## config.mk

```make
export PLATFORM = sky130hd
export DESIGN_NAME = csv_field_tokenizer_flat
export DESIGN_NICKNAME = d
export VERILOG_FILES = /design/src/hw/rtl/cft_pkg.sv /design/src/hw/rtl/cft_if.sv /design/src/hw/rtl/cft_front.sv /design/src/hw/rtl/cft_fifo.sv /design/src/hw/rtl/cft_back.sv /design/src/hw/rtl/csv_field_tokenizer.sv /design/src/flat_wrapper.sv
export SDC_FILE = /design/constraint.sdc
export NUM_CORES = 1
export LEC_CHECK = 0
export ABC_CLOCK_PERIOD_IN_PS = 2900
export BUFFER_PORTS_ARGS = -buffer_cell sky130_fd_sc_hd__buf_2
export CAP_MARGIN = 10
export CORE_ASPECT_RATIO = 0.5
export CORE_MARGIN = 2
export CORE_UTILIZATION = 50
export CTS_CLUSTER_SIZE = 40
export DETAILED_ROUTE_END_ITERATION = 8
export GPL_ROUTABILITY_DRIVEN = 0
export GPL_TIMING_DRIVEN = 0
export MAX_ROUTING_LAYER = met4
export PLACE_DENSITY = 0.76
export SETUP_SLACK_MARGIN = 0.15
export SLEW_MARGIN = 10
export SYNTH_ARGS = -nofsm -noshare
export SYNTH_HDL_FRONTEND = slang
export SYNTH_HIERARCHICAL = 1
export SYNTH_SLANG_ARGS = --single-unit
```

## constraint.sdc

```tcl
create_clock -name clk_i -period 2.9 [get_ports clk_i]
set_input_delay 0.58 -clock clk_i [delete_from_list [all_inputs] [get_ports clk_i]]
set_output_delay 0.58 -clock clk_i [all_outputs]
set_load 0.03 [all_outputs]
```

## src/hw/rtl/cft_pkg.sv

```systemverilog
// Shared types and character constants for the CSV field tokenizer.
`default_nettype none

package cft_pkg;

  // Characters with a meaning of their own
  localparam logic [7:0] CH_COMMA = 8'h2C;
  localparam logic [7:0] CH_CR    = 8'h0D;
  localparam logic [7:0] CH_LF    = 8'h0A;
  localparam logic [7:0] CH_NUL   = 8'h00;
  localparam logic [7:0] CH_QUOTE = 8'h22;

  // Default depth of the queue between front and back
  localparam int unsigned FifoDepthDefault = 4;

  // Parser mode
  typedef enum logic [2:0] {
    MODE_START = 3'd0,
    MODE_FIELD = 3'd1,
    MODE_QUOTE = 3'd2,
    MODE_QCR   = 3'd3,
    MODE_CR    = 3'd4
  } mode_e;

  // Token kinds
  typedef enum logic [2:0] {
    KIND_DATA   = 3'd0,
    KIND_FIELD  = 3'd1,
    KIND_RECORD = 3'd2,
    KIND_END    = 3'd3,
    KIND_ERROR  = 3'd4
  } kind_e;

  typedef struct packed {
    kind_e      kind;
    logic [7:0] fbyte;
  } token_t;

  // One queue entry: the tokens caused by one text byte
  typedef struct packed {
    logic   two;
    token_t tok0;
    token_t tok1;
  } entry_t;

  // Queue status seen by the front and the back
  typedef struct packed {
    logic valid;
    logic full;
  } fifo_stat_t;

endpackage : cft_pkg

`default_nettype wire

```

## src/hw/rtl/cft_if.sv

```systemverilog
// Handshake interfaces for text bytes and for tokens.
`default_nettype none

interface cft_byte_if;
  logic       valid;
  logic       ready;
  logic [7:0] text_byte;

  modport source (output valid, output text_byte, input ready);
  modport sink   (input valid, input text_byte, output ready);
endinterface : cft_byte_if

interface cft_token_if;
  logic       valid;
  logic       ready;
  logic [2:0] token_kind;
  logic [7:0] field_byte;
  logic       run_last;

  modport source (output valid, output token_kind, output field_byte, output run_last,
                  input ready);
  modport sink   (input valid, input token_kind, input field_byte, input run_last,
                  output ready);
endinterface : cft_token_if

`default_nettype wire

```

## src/hw/rtl/cft_front.sv

```systemverilog
// Front end: accepts text bytes, runs the parser mode and pushes token entries.
`default_nettype none

module cft_front import cft_pkg::*; (
  input  wire logic       clk_i,
  input  wire logic       rst_ni,
  input  wire logic       in_valid_i,
  output logic            in_ready_o,
  input  wire logic [7:0] text_byte_i,
  input  wire fifo_stat_t fifo_stat_i,
  output logic            push_o,
  output entry_t          entry_o
);

  typedef struct packed {
    logic   emit;
    token_t tok;
    mode_e  mode;
    logic   inq;
  } plain_t;

  // Handle a byte inside a field with nothing pending
  function automatic plain_t plain_byte(logic [7:0] c, logic inq);
    plain_t r;
    r.emit      = 1'b1;
    r.tok.kind  = KIND_DATA;
    r.tok.fbyte = c;
    r.mode      = MODE_FIELD;
    r.inq       = inq;
    if (c == CH_NUL) begin
      r.tok = '{kind: KIND_END, fbyte: 8'h00};
      r.mode = MODE_START;
      r.inq  = 1'b0;
    end else if (c == CH_QUOTE) begin
      r.emit = 1'b0;
      r.mode = MODE_QUOTE;
    end else if (c == CH_CR && !inq) begin
      r.emit = 1'b0;
      r.mode = MODE_CR;
    end else if (c == CH_COMMA && !inq) begin
      r.tok  = '{kind: KIND_FIELD, fbyte: 8'h00};
      r.mode = MODE_START;
      r.inq  = 1'b0;
    end
    return r;
  endfunction

  mode_e  mode_q, mode_d;
  logic   inq_q, inq_d;
  logic   accept;
  logic   emit;
  entry_t entry;
  plain_t pb_cur;
  plain_t pb_clr;

  assign in_ready_o = !fifo_stat_i.full;
  assign accept     = in_valid_i && in_ready_o;
  assign pb_cur     = plain_byte(text_byte_i, inq_q);
  assign pb_clr     = plain_byte(text_byte_i, 1'b0);

  // Next parser mode
  always_comb begin
    mode_d = mode_q;
    inq_d  = inq_q;
    unique case (mode_q)
      MODE_FIELD: begin
        mode_d = pb_cur.mode;
        inq_d  = pb_cur.inq;
      end
      MODE_QUOTE: begin
        if (text_byte_i == CH_QUOTE) begin
          mode_d = MODE_FIELD;
        end else if (text_byte_i == CH_CR && inq_q) begin
          mode_d = MODE_QCR;
        end else begin
          mode_d = MODE_START;
          inq_d  = 1'b0;
        end
      end
      MODE_QCR: begin
        mode_d = MODE_START;
        inq_d  = 1'b0;
      end
      MODE_CR: begin
        if (text_byte_i == CH_LF) begin
          mode_d = MODE_START;
          inq_d  = 1'b0;
        end else begin
          mode_d = pb_cur.mode;
          inq_d  = pb_cur.inq;
        end
      end
      default: begin
        if (text_byte_i == CH_QUOTE) begin
          mode_d = MODE_FIELD;
          inq_d  = 1'b1;
        end else begin
          mode_d = pb_clr.mode;
          inq_d  = pb_clr.inq;
        end
      end
    endcase
  end

  // Tokens caused by this byte
  always_comb begin
    emit       = 1'b1;
    entry.two  = 1'b0;
    entry.tok0 = '{kind: KIND_ERROR, fbyte: 8'h00};
    entry.tok1 = '{kind: KIND_ERROR, fbyte: 8'h00};
    unique case (mode_q)
      MODE_FIELD: begin
        emit       = pb_cur.emit;
        entry.tok0 = pb_cur.tok;
      end
      MODE_QUOTE: begin
        if (text_byte_i == CH_QUOTE) begin
          entry.tok0 = '{kind: KIND_DATA, fbyte: CH_QUOTE};
        end else if (text_byte_i == CH_NUL) begin
          entry.tok0 = '{kind: KIND_END, fbyte: 8'h00};
        end else if (text_byte_i == CH_COMMA && inq_q) begin
          entry.tok0 = '{kind: KIND_FIELD, fbyte: 8'h00};
        end else if (text_byte_i == CH_CR && inq_q) begin
          emit = 1'b0;
        end
      end
      MODE_QCR: begin
        if (text_byte_i == CH_LF) begin
          entry.tok0 = '{kind: KIND_RECORD, fbyte: 8'h00};
        end else if (text_byte_i == CH_NUL) begin
          entry.tok0 = '{kind: KIND_END, fbyte: 8'h00};
        end
      end
      MODE_CR: begin
        if (text_byte_i == CH_LF) begin
          entry.tok0 = '{kind: KIND_RECORD, fbyte: 8'h00};
        end else begin
          // Release the held CR, then the byte itself
          entry.tok0 = '{kind: KIND_DATA, fbyte: CH_CR};
          entry.two  = pb_cur.emit;
          entry.tok1 = pb_cur.tok;
        end
      end
      default: begin
        emit       = (text_byte_i != CH_QUOTE) && pb_clr.emit;
        entry.tok0 = pb_clr.tok;
      end
    endcase
  end

  assign push_o  = accept && emit;
  assign entry_o = entry;

  // Advance the mode on each accepted byte
  always_ff @(posedge clk_i or negedge rst_ni) begin
    if (!rst_ni) begin
      mode_q <= MODE_START;
      inq_q  <= 1'b0;
    end else if (accept) begin
      mode_q <= mode_d;
      inq_q  <= inq_d;
    end
  end

endmodule : cft_front

`default_nettype wire

```

## src/hw/rtl/cft_fifo.sv

```systemverilog
// Short queue of token entries between the front and the back.
`default_nettype none

module cft_fifo import cft_pkg::*; #(
  parameter int unsigned Depth = FifoDepthDefault
) (
  input  wire logic   clk_i,
  input  wire logic   rst_ni,
  input  wire logic   push_i,
  input  wire entry_t entry_i,
  input  wire logic   pop_i,
  output entry_t      head_o,
  output fifo_stat_t  stat_o
);

  localparam int unsigned PtrW = (Depth > 1) ? $clog2(Depth) : 1;
  localparam int unsigned CntW = $clog2(Depth + 1);
  localparam logic [PtrW-1:0] LastPtr = PtrW'(Depth - 1);
  localparam logic [CntW-1:0] FullCnt = CntW'(Depth);

  entry_t          mem_q [Depth];
  logic [PtrW-1:0] wr_ptr_q, rd_ptr_q;
  logic [CntW-1:0] cnt_q;
  logic            do_pop;

  assign do_pop       = pop_i && (cnt_q != '0);
  assign head_o       = mem_q[rd_ptr_q];
  assign stat_o.valid = (cnt_q != '0);
  assign stat_o.full  = (cnt_q == FullCnt);

  // Store entries
  always_ff @(posedge clk_i) begin
    if (push_i) begin
      mem_q[wr_ptr_q] <= entry_i;
    end
  end

  // Advance pointers and the fill count
  always_ff @(posedge clk_i or negedge rst_ni) begin
    if (!rst_ni) begin
      wr_ptr_q <= '0;
      rd_ptr_q <= '0;
      cnt_q    <= '0;
    end else begin
      if (push_i) begin
        wr_ptr_q <= (wr_ptr_q == LastPtr) ? '0 : wr_ptr_q + 1'b1;
      end
      if (do_pop) begin
        rd_ptr_q <= (rd_ptr_q == LastPtr) ? '0 : rd_ptr_q + 1'b1;
      end
      if (push_i && !do_pop) begin
        cnt_q <= cnt_q + 1'b1;
      end else if (!push_i && do_pop) begin
        cnt_q <= cnt_q - 1'b1;
      end
    end
  end

endmodule : cft_fifo

`default_nettype wire

```

## src/hw/rtl/cft_back.sv

```systemverilog
// Back end: splits queue entries into single tokens and holds the output register.
`default_nettype none

module cft_back import cft_pkg::*; (
  input  wire logic       clk_i,
  input  wire logic       rst_ni,
  input  wire fifo_stat_t fifo_stat_i,
  input  wire entry_t     head_i,
  output logic            pop_o,
  output logic            out_valid_o,
  input  wire logic       out_ready_i,
  output logic [2:0]      token_kind_o,
  output logic [7:0]      field_byte_o,
  output logic            run_last_o
);

  logic   out_valid_q, out_valid_d;
  token_t out_tok_q, out_tok_d;
  logic   out_last_q, out_last_d;
  logic   sub_q, sub_d;
  logic   load;

  assign load = !out_valid_q || out_ready_i;

  // Pick the next token from the head entry
  always_comb begin
    out_valid_d = out_valid_q;
    out_tok_d   = out_tok_q;
    out_last_d  = out_last_q;
    sub_d       = sub_q;
    pop_o       = 1'b0;
    if (load) begin
      out_valid_d = fifo_stat_i.valid;
      if (fifo_stat_i.valid) begin
        out_tok_d  = sub_q ? head_i.tok1 : head_i.tok0;
        out_last_d = sub_q || !head_i.two;
        sub_d      = head_i.two && !sub_q;
        pop_o      = sub_q || !head_i.two;
      end
    end
  end

  // Hold the output transaction until taken
  always_ff @(posedge clk_i or negedge rst_ni) begin
    if (!rst_ni) begin
      out_valid_q <= 1'b0;
      sub_q       <= 1'b0;
    end else begin
      out_valid_q <= out_valid_d;
      sub_q       <= sub_d;
    end
  end

  always_ff @(posedge clk_i) begin
    out_tok_q  <= out_tok_d;
    out_last_q <= out_last_d;
  end

  assign out_valid_o  = out_valid_q;
  assign token_kind_o = out_tok_q.kind;
  assign field_byte_o = out_tok_q.fbyte;
  assign run_last_o   = out_last_q;

endmodule : cft_back

`default_nettype wire

```

## src/hw/rtl/csv_field_tokenizer.sv

```systemverilog
// Top level of the CSV field tokenizer.
// Takes one CSV text byte per transaction and returns tokens: data bytes with
// escapes removed, field ends, record ends, end of text and errors, each with
// run_last set on the last token that one byte causes. A byte is taken every
// cycle while the queue between the parser and the output has room; a byte
// causes zero, one or two tokens, and the output register sends at most one
// token per cycle, so sustained input rate is one byte per cycle except where
// two-token bytes (a held CR released before the next byte) or a stalled
// receiver fill the FifoDepth-entry queue; while it is full no byte is taken.
// A token is registered in the queue and then in the output register before it
// is offered at the output. No clearing is needed after reset.
`default_nettype none

module csv_field_tokenizer import cft_pkg::*; #(
  parameter int unsigned FifoDepth = FifoDepthDefault
) (
  input  wire logic   clk_i,
  input  wire logic   rst_ni,
  cft_byte_if.sink    text_i,
  cft_token_if.source token_o
);

  fifo_stat_t fifo_stat;
  logic       push;
  logic       pop;
  entry_t     entry;
  entry_t     head;

  cft_front u_front (
    .clk_i       (clk_i),
    .rst_ni      (rst_ni),
    .in_valid_i  (text_i.valid),
    .in_ready_o  (text_i.ready),
    .text_byte_i (text_i.text_byte),
    .fifo_stat_i (fifo_stat),
    .push_o      (push),
    .entry_o     (entry)
  );

  cft_fifo #(
    .Depth (FifoDepth)
  ) u_fifo (
    .clk_i   (clk_i),
    .rst_ni  (rst_ni),
    .push_i  (push),
    .entry_i (entry),
    .pop_i   (pop),
    .head_o  (head),
    .stat_o  (fifo_stat)
  );

  cft_back u_back (
    .clk_i        (clk_i),
    .rst_ni       (rst_ni),
    .fifo_stat_i  (fifo_stat),
    .head_i       (head),
    .pop_o        (pop),
    .out_valid_o  (token_o.valid),
    .out_ready_i  (token_o.ready),
    .token_kind_o (token_o.token_kind),
    .field_byte_o (token_o.field_byte),
    .run_last_o   (token_o.run_last)
  );

endmodule : csv_field_tokenizer

`default_nettype wire

```

## src/flat_wrapper.sv

```systemverilog
// flat-port wrapper written by rule: the top's interface ports become plain ports
module csv_field_tokenizer_flat import cft_pkg::*;
#(
  parameter int unsigned FifoDepth = FifoDepthDefault
)
  (clk_i, rst_ni, text_i_valid, text_i_text_byte, text_i_ready, token_o_valid, token_o_token_kind, token_o_field_byte, token_o_run_last, token_o_ready);
  cft_byte_if text_i_i ();
  cft_token_if token_o_i ();
  input  wire logic clk_i;
  input  wire logic rst_ni;
  input wire logic [$bits(text_i_i.valid)-1:0] text_i_valid;
  input wire logic [$bits(text_i_i.text_byte)-1:0] text_i_text_byte;
  output wire logic [$bits(text_i_i.ready)-1:0] text_i_ready;
  output wire logic [$bits(token_o_i.valid)-1:0] token_o_valid;
  output wire logic [$bits(token_o_i.token_kind)-1:0] token_o_token_kind;
  output wire logic [$bits(token_o_i.field_byte)-1:0] token_o_field_byte;
  output wire logic [$bits(token_o_i.run_last)-1:0] token_o_run_last;
  input wire logic [$bits(token_o_i.ready)-1:0] token_o_ready;
  assign text_i_i.valid = text_i_valid;
  assign text_i_i.text_byte = text_i_text_byte;
  assign text_i_ready = text_i_i.ready;
  assign token_o_valid = token_o_i.valid;
  assign token_o_token_kind = token_o_i.token_kind;
  assign token_o_field_byte = token_o_i.field_byte;
  assign token_o_run_last = token_o_i.run_last;
  assign token_o_i.ready = token_o_ready;
  csv_field_tokenizer #(.FifoDepth(FifoDepth)) u_core (.clk_i(clk_i), .rst_ni(rst_ni), .text_i(text_i_i), .token_o(token_o_i));
endmodule
```

==> reports/summary.txt <==
status -> completed
Leakage -> 2.22 nW
placed cell count -> 477
critical path, cell by cell -> buf_2 -> nor4b_2 -> and3_1 -> buf_2 -> o21ai_0 -> nand2_1 -> a21oi_4 -> ha_1 -> inv_1 -> fa_1 -> mux2_2
#FFs+latches synth -> 117
vias in the first global route -> 3037
Die ar. -> 11300 um2
GRT overflow -> 0
CP required -> 3.19 ns
Avg WL per Cell -> 20.7 um
crit-path max cell delay -> 0.43 ns
fmax -> 0.384 GHz
dominant cell type by area after synthesis -> edfxtp_1
Critical Path End Type -> register
Area Overhead vs Synth -> 17.3%
Setup Viol. Count Final -> 0
share of cells above drive strength 1 -> 31.6%
initial core utilization -> 51.4%
Post-Layout Cell Count -> 513
CTS clk-pin slew, worst paths -> 0.05 ns
max cap viols -> 0
Distinct cells, synth -> 56
FF-to-FF setup slack -> 0.35 ns
crit path DAT -> 2.89 ns
global-route wire length before repair -> 16400 um
EDFF count, synth -> 104
TritonCTS clock tree -> built
WP buf/inv -> 3
CTS root buffer -> clkbuf_16
pre-CTS setup slack -> -0.392 ns
dominant synthesized flop cell -> edfxtp_1
worst skew pair latency -> 0.41 ns
largest delay contributor family on the critical path -> simple AND/OR/NAND/NOR gates
Async SR Flop Fraction -> 11.1%
Slew HR -> 52.0%
commonest non-fill, non-tap cells in the layout -> edfxtp_1, buf_2, mux4_2
die width -> 149 um
multi-input combinational cell area -> 1650 um2
Remaining DRCs -> 0
crit path time final -> 2.60 ns
Inserted Diodes -> 0
Vias/cell -> 5.88
Post-Syn Area per Cell -> 16.6 um2
Critical Path Start Type -> input port
crit path kind -> in -> reg
Worst-Margin Slew -> 0.713 ns
Post-Route Skew -> 0.00617 ns
Slew Viols, Final -> 0
drt first pass iters -> 5
post-synth net total -> 334
design area -> 6130 um2
largest net degree at the start of global routing -> 24
final wirelength -> 10600 um
Worst Reg-to-Reg Cells -> 9
Setup TNS -> 0 ns
H-tree levels -> 4
dpl hpwl -> 6630 um
Layout fillers -> 685
All-Layer GR Usage -> 20.6%
DP Area -> 5520 um2
Initial DRC Count -> 370
Worst R2R Start -> u_core/u_fifo/rd_ptr_q[0]
Final Hold Fails -> 0
row count -> 26
IO buf count -> 22
reg2reg end -> u_core/u_fifo/cnt_q[1]
Synth warnings -> 6
Hold Buf Count CTS -> 0
CTS sink count -> 117
unrepaired setup endpoints after global routing -> false
Net count, final -> 379
core area -> 10200 um2
die extent in y -> 76.3 um
met3 wire length -> 847 um
top layer in use -> met4
Max Buffers Root-to-Sink -> 2
top-level port count -> 26
slowest stage cell, crit path -> nor4b_2
period utilization -> 89.8%
top post-synthesis cells by area -> edfxtp_1, mux4_2, dfrtp_1
commonest non-fill, non-tap cell in the layout -> edfxtp_1
routed length on met2 -> 5300 um
M1 WL -> 4240 um
Synth top area share -> 59.7%
antenna violations before repair -> 0
CP Depth -> 11
sequential share of the synthesized area -> 65.9%
Mapped Cells -> 315
Final Core Density -> 60.2%
CP Max Fanout -> 10
register area -> 3450 um2
CP dominant cell by count -> buf_2
fin worst setup slack -> 0.296 ns
P per Cell Area -> 1110 nW/um2
Routed Antenna Nets -> 0
total CTS buffers -> 17
Worst Hold Class -> in -> async
Max IR drop VDD -> 0.474 mV
Synth Cell Area -> 5230 um2
total vias in the final route -> 3017
==> how the worst max path moves through the flow <==
stage	slack, ns	start	endpoint
2_1_floorplan	0.19	text_i_text_byte[4]	u_core/u_fifo/cnt_q[1]
3_3_place_gp	-0.35	text_i_text_byte[1]	u_core/u_fifo/mem_q[0][7]
3_5_place_dp	-0.39	text_i_text_byte[4]	u_core/u_fifo/mem_q[2][7]
4_1_cts	0.17	text_i_text_byte[4]	u_core/u_fifo/cnt_q[1]
5_1_grt	0.17	text_i_text_byte[2]	u_core/u_fifo/cnt_q[1]
6_report	0.30	text_i_text_byte[2]	u_core/u_fifo/cnt_q[1]
==> flip-flops by register name (all words and copies together), names as in the netlist <==
register,flops
u_core/u_back/field_byte_o,8
u_core/u_back/out_valid_o,1
u_core/u_back/run_last_o,1
u_core/u_back/sub_q,1
u_core/u_back/token_kind_o,3
u_core/u_fifo/cnt_q,3
u_core/u_fifo/mem_q,92
u_core/u_fifo/rd_ptr_q,2
u_core/u_fifo/wr_ptr_q,2
u_core/u_front/inq_q,1
u_core/u_front/mode_q,3
==> area by class of cell <==
| type | count | area share (%) |
|---|---|---|
| Clock buffer | 19 | 7.06 |
| Timing Repair Buffer | 26 | 2.28 |
| Buffer | 17 | 2.16 |
| Clock inverter | 13 | 1.88 |
| Sequential cell | 117 | 56.2 |
| Tap cell | 140 | 2.86 |
| Multi-Input combinational cell | 171 | 26.9 |
| Inverter | 10 | 0.612 |
==> metrics by stage <==
| step | total power, W | hold slack, ns |
|---|---|---|
| after floorplan | 0.00433 | 0.284 |
| after global placement | 0.00480 | 0.473 |
| after detailed placement | 0.00492 | 0.492 |
| after CTS | 0.00686 | 0.0537 |
| after global routing | 0.00716 | 0.0647 |
| final | 0.00684 | 0.0633 |
==> power by group <==
| group | internal (W) | switching, W | leakage (nW) |
|---|---|---|---|
| clock network | 0.00124 | 0.000671 | 0.268 |
| registers | 0.00247 | 0.000162 | 1.12 |
| logic | 0.00101 | 0.00129 | 0.839 |
| total | 0.00471 | 0.00212 | 2.22 |
==> synth_stat cells, types with 7 or more instances <==
cell type and n:
mux4_2 18, nand2_1 17, inv_1 10, buf_2 7
o21ai_0 10, mux2_4 9, nor2_1 12, edfxtp_1 104
a21oi_1 12, and3_1 9, dfrtp_1 13, and2_1 10
==> worst reg2reg max path: stages (launching register included) <==
cell and delay [ns]:
dfrtp_1 0.36, buf_6 0.11, mux4_1 0.56, nor2b_1 0.20
nor2_2 0.17, nand2_4 0.07, ha_1 0.21, inv_1 0.08
fa_1 0.41, mux2_2 0.27
==> cells by family (layout without fill, tap and decap cells) <==
kind of cell | Yosys count | after routing | synth area share (%)
buffers and inverters | 27 | 85 | 3.16
AOI/OAI and AO/OA | 39 | 39 | 4.88
muxes | 38 | 38 | 14.1
xor gates and xnor gates | 6 | 6 | 1.00
and+or+nand+nor | 81 | 81 | 9.09
DFF | 117 | 117 | 65.9
adders and majority gates | 7 | 7 | 1.82
==> routing by layer <==
| metal | GRT usage (%) | up-vias |
|---|---|---|
| li1 | - | 1328 |
| met1 | 25.6 | 1507 |
| met2 | 32.0 | 160 |
| met3 | 6.41 | 22 |
| met4 | 8.29 | 0 |
| met5 | - | - |
==> timing repair <==
action / in CTS / in global routing
resized for setup: 4 / 13
setup endpoints to repair: 92 / 2
pin swaps: 0 / 1
setup buffers: 0 / 4
No activity file was read; power rests on OpenSTA's default activity.
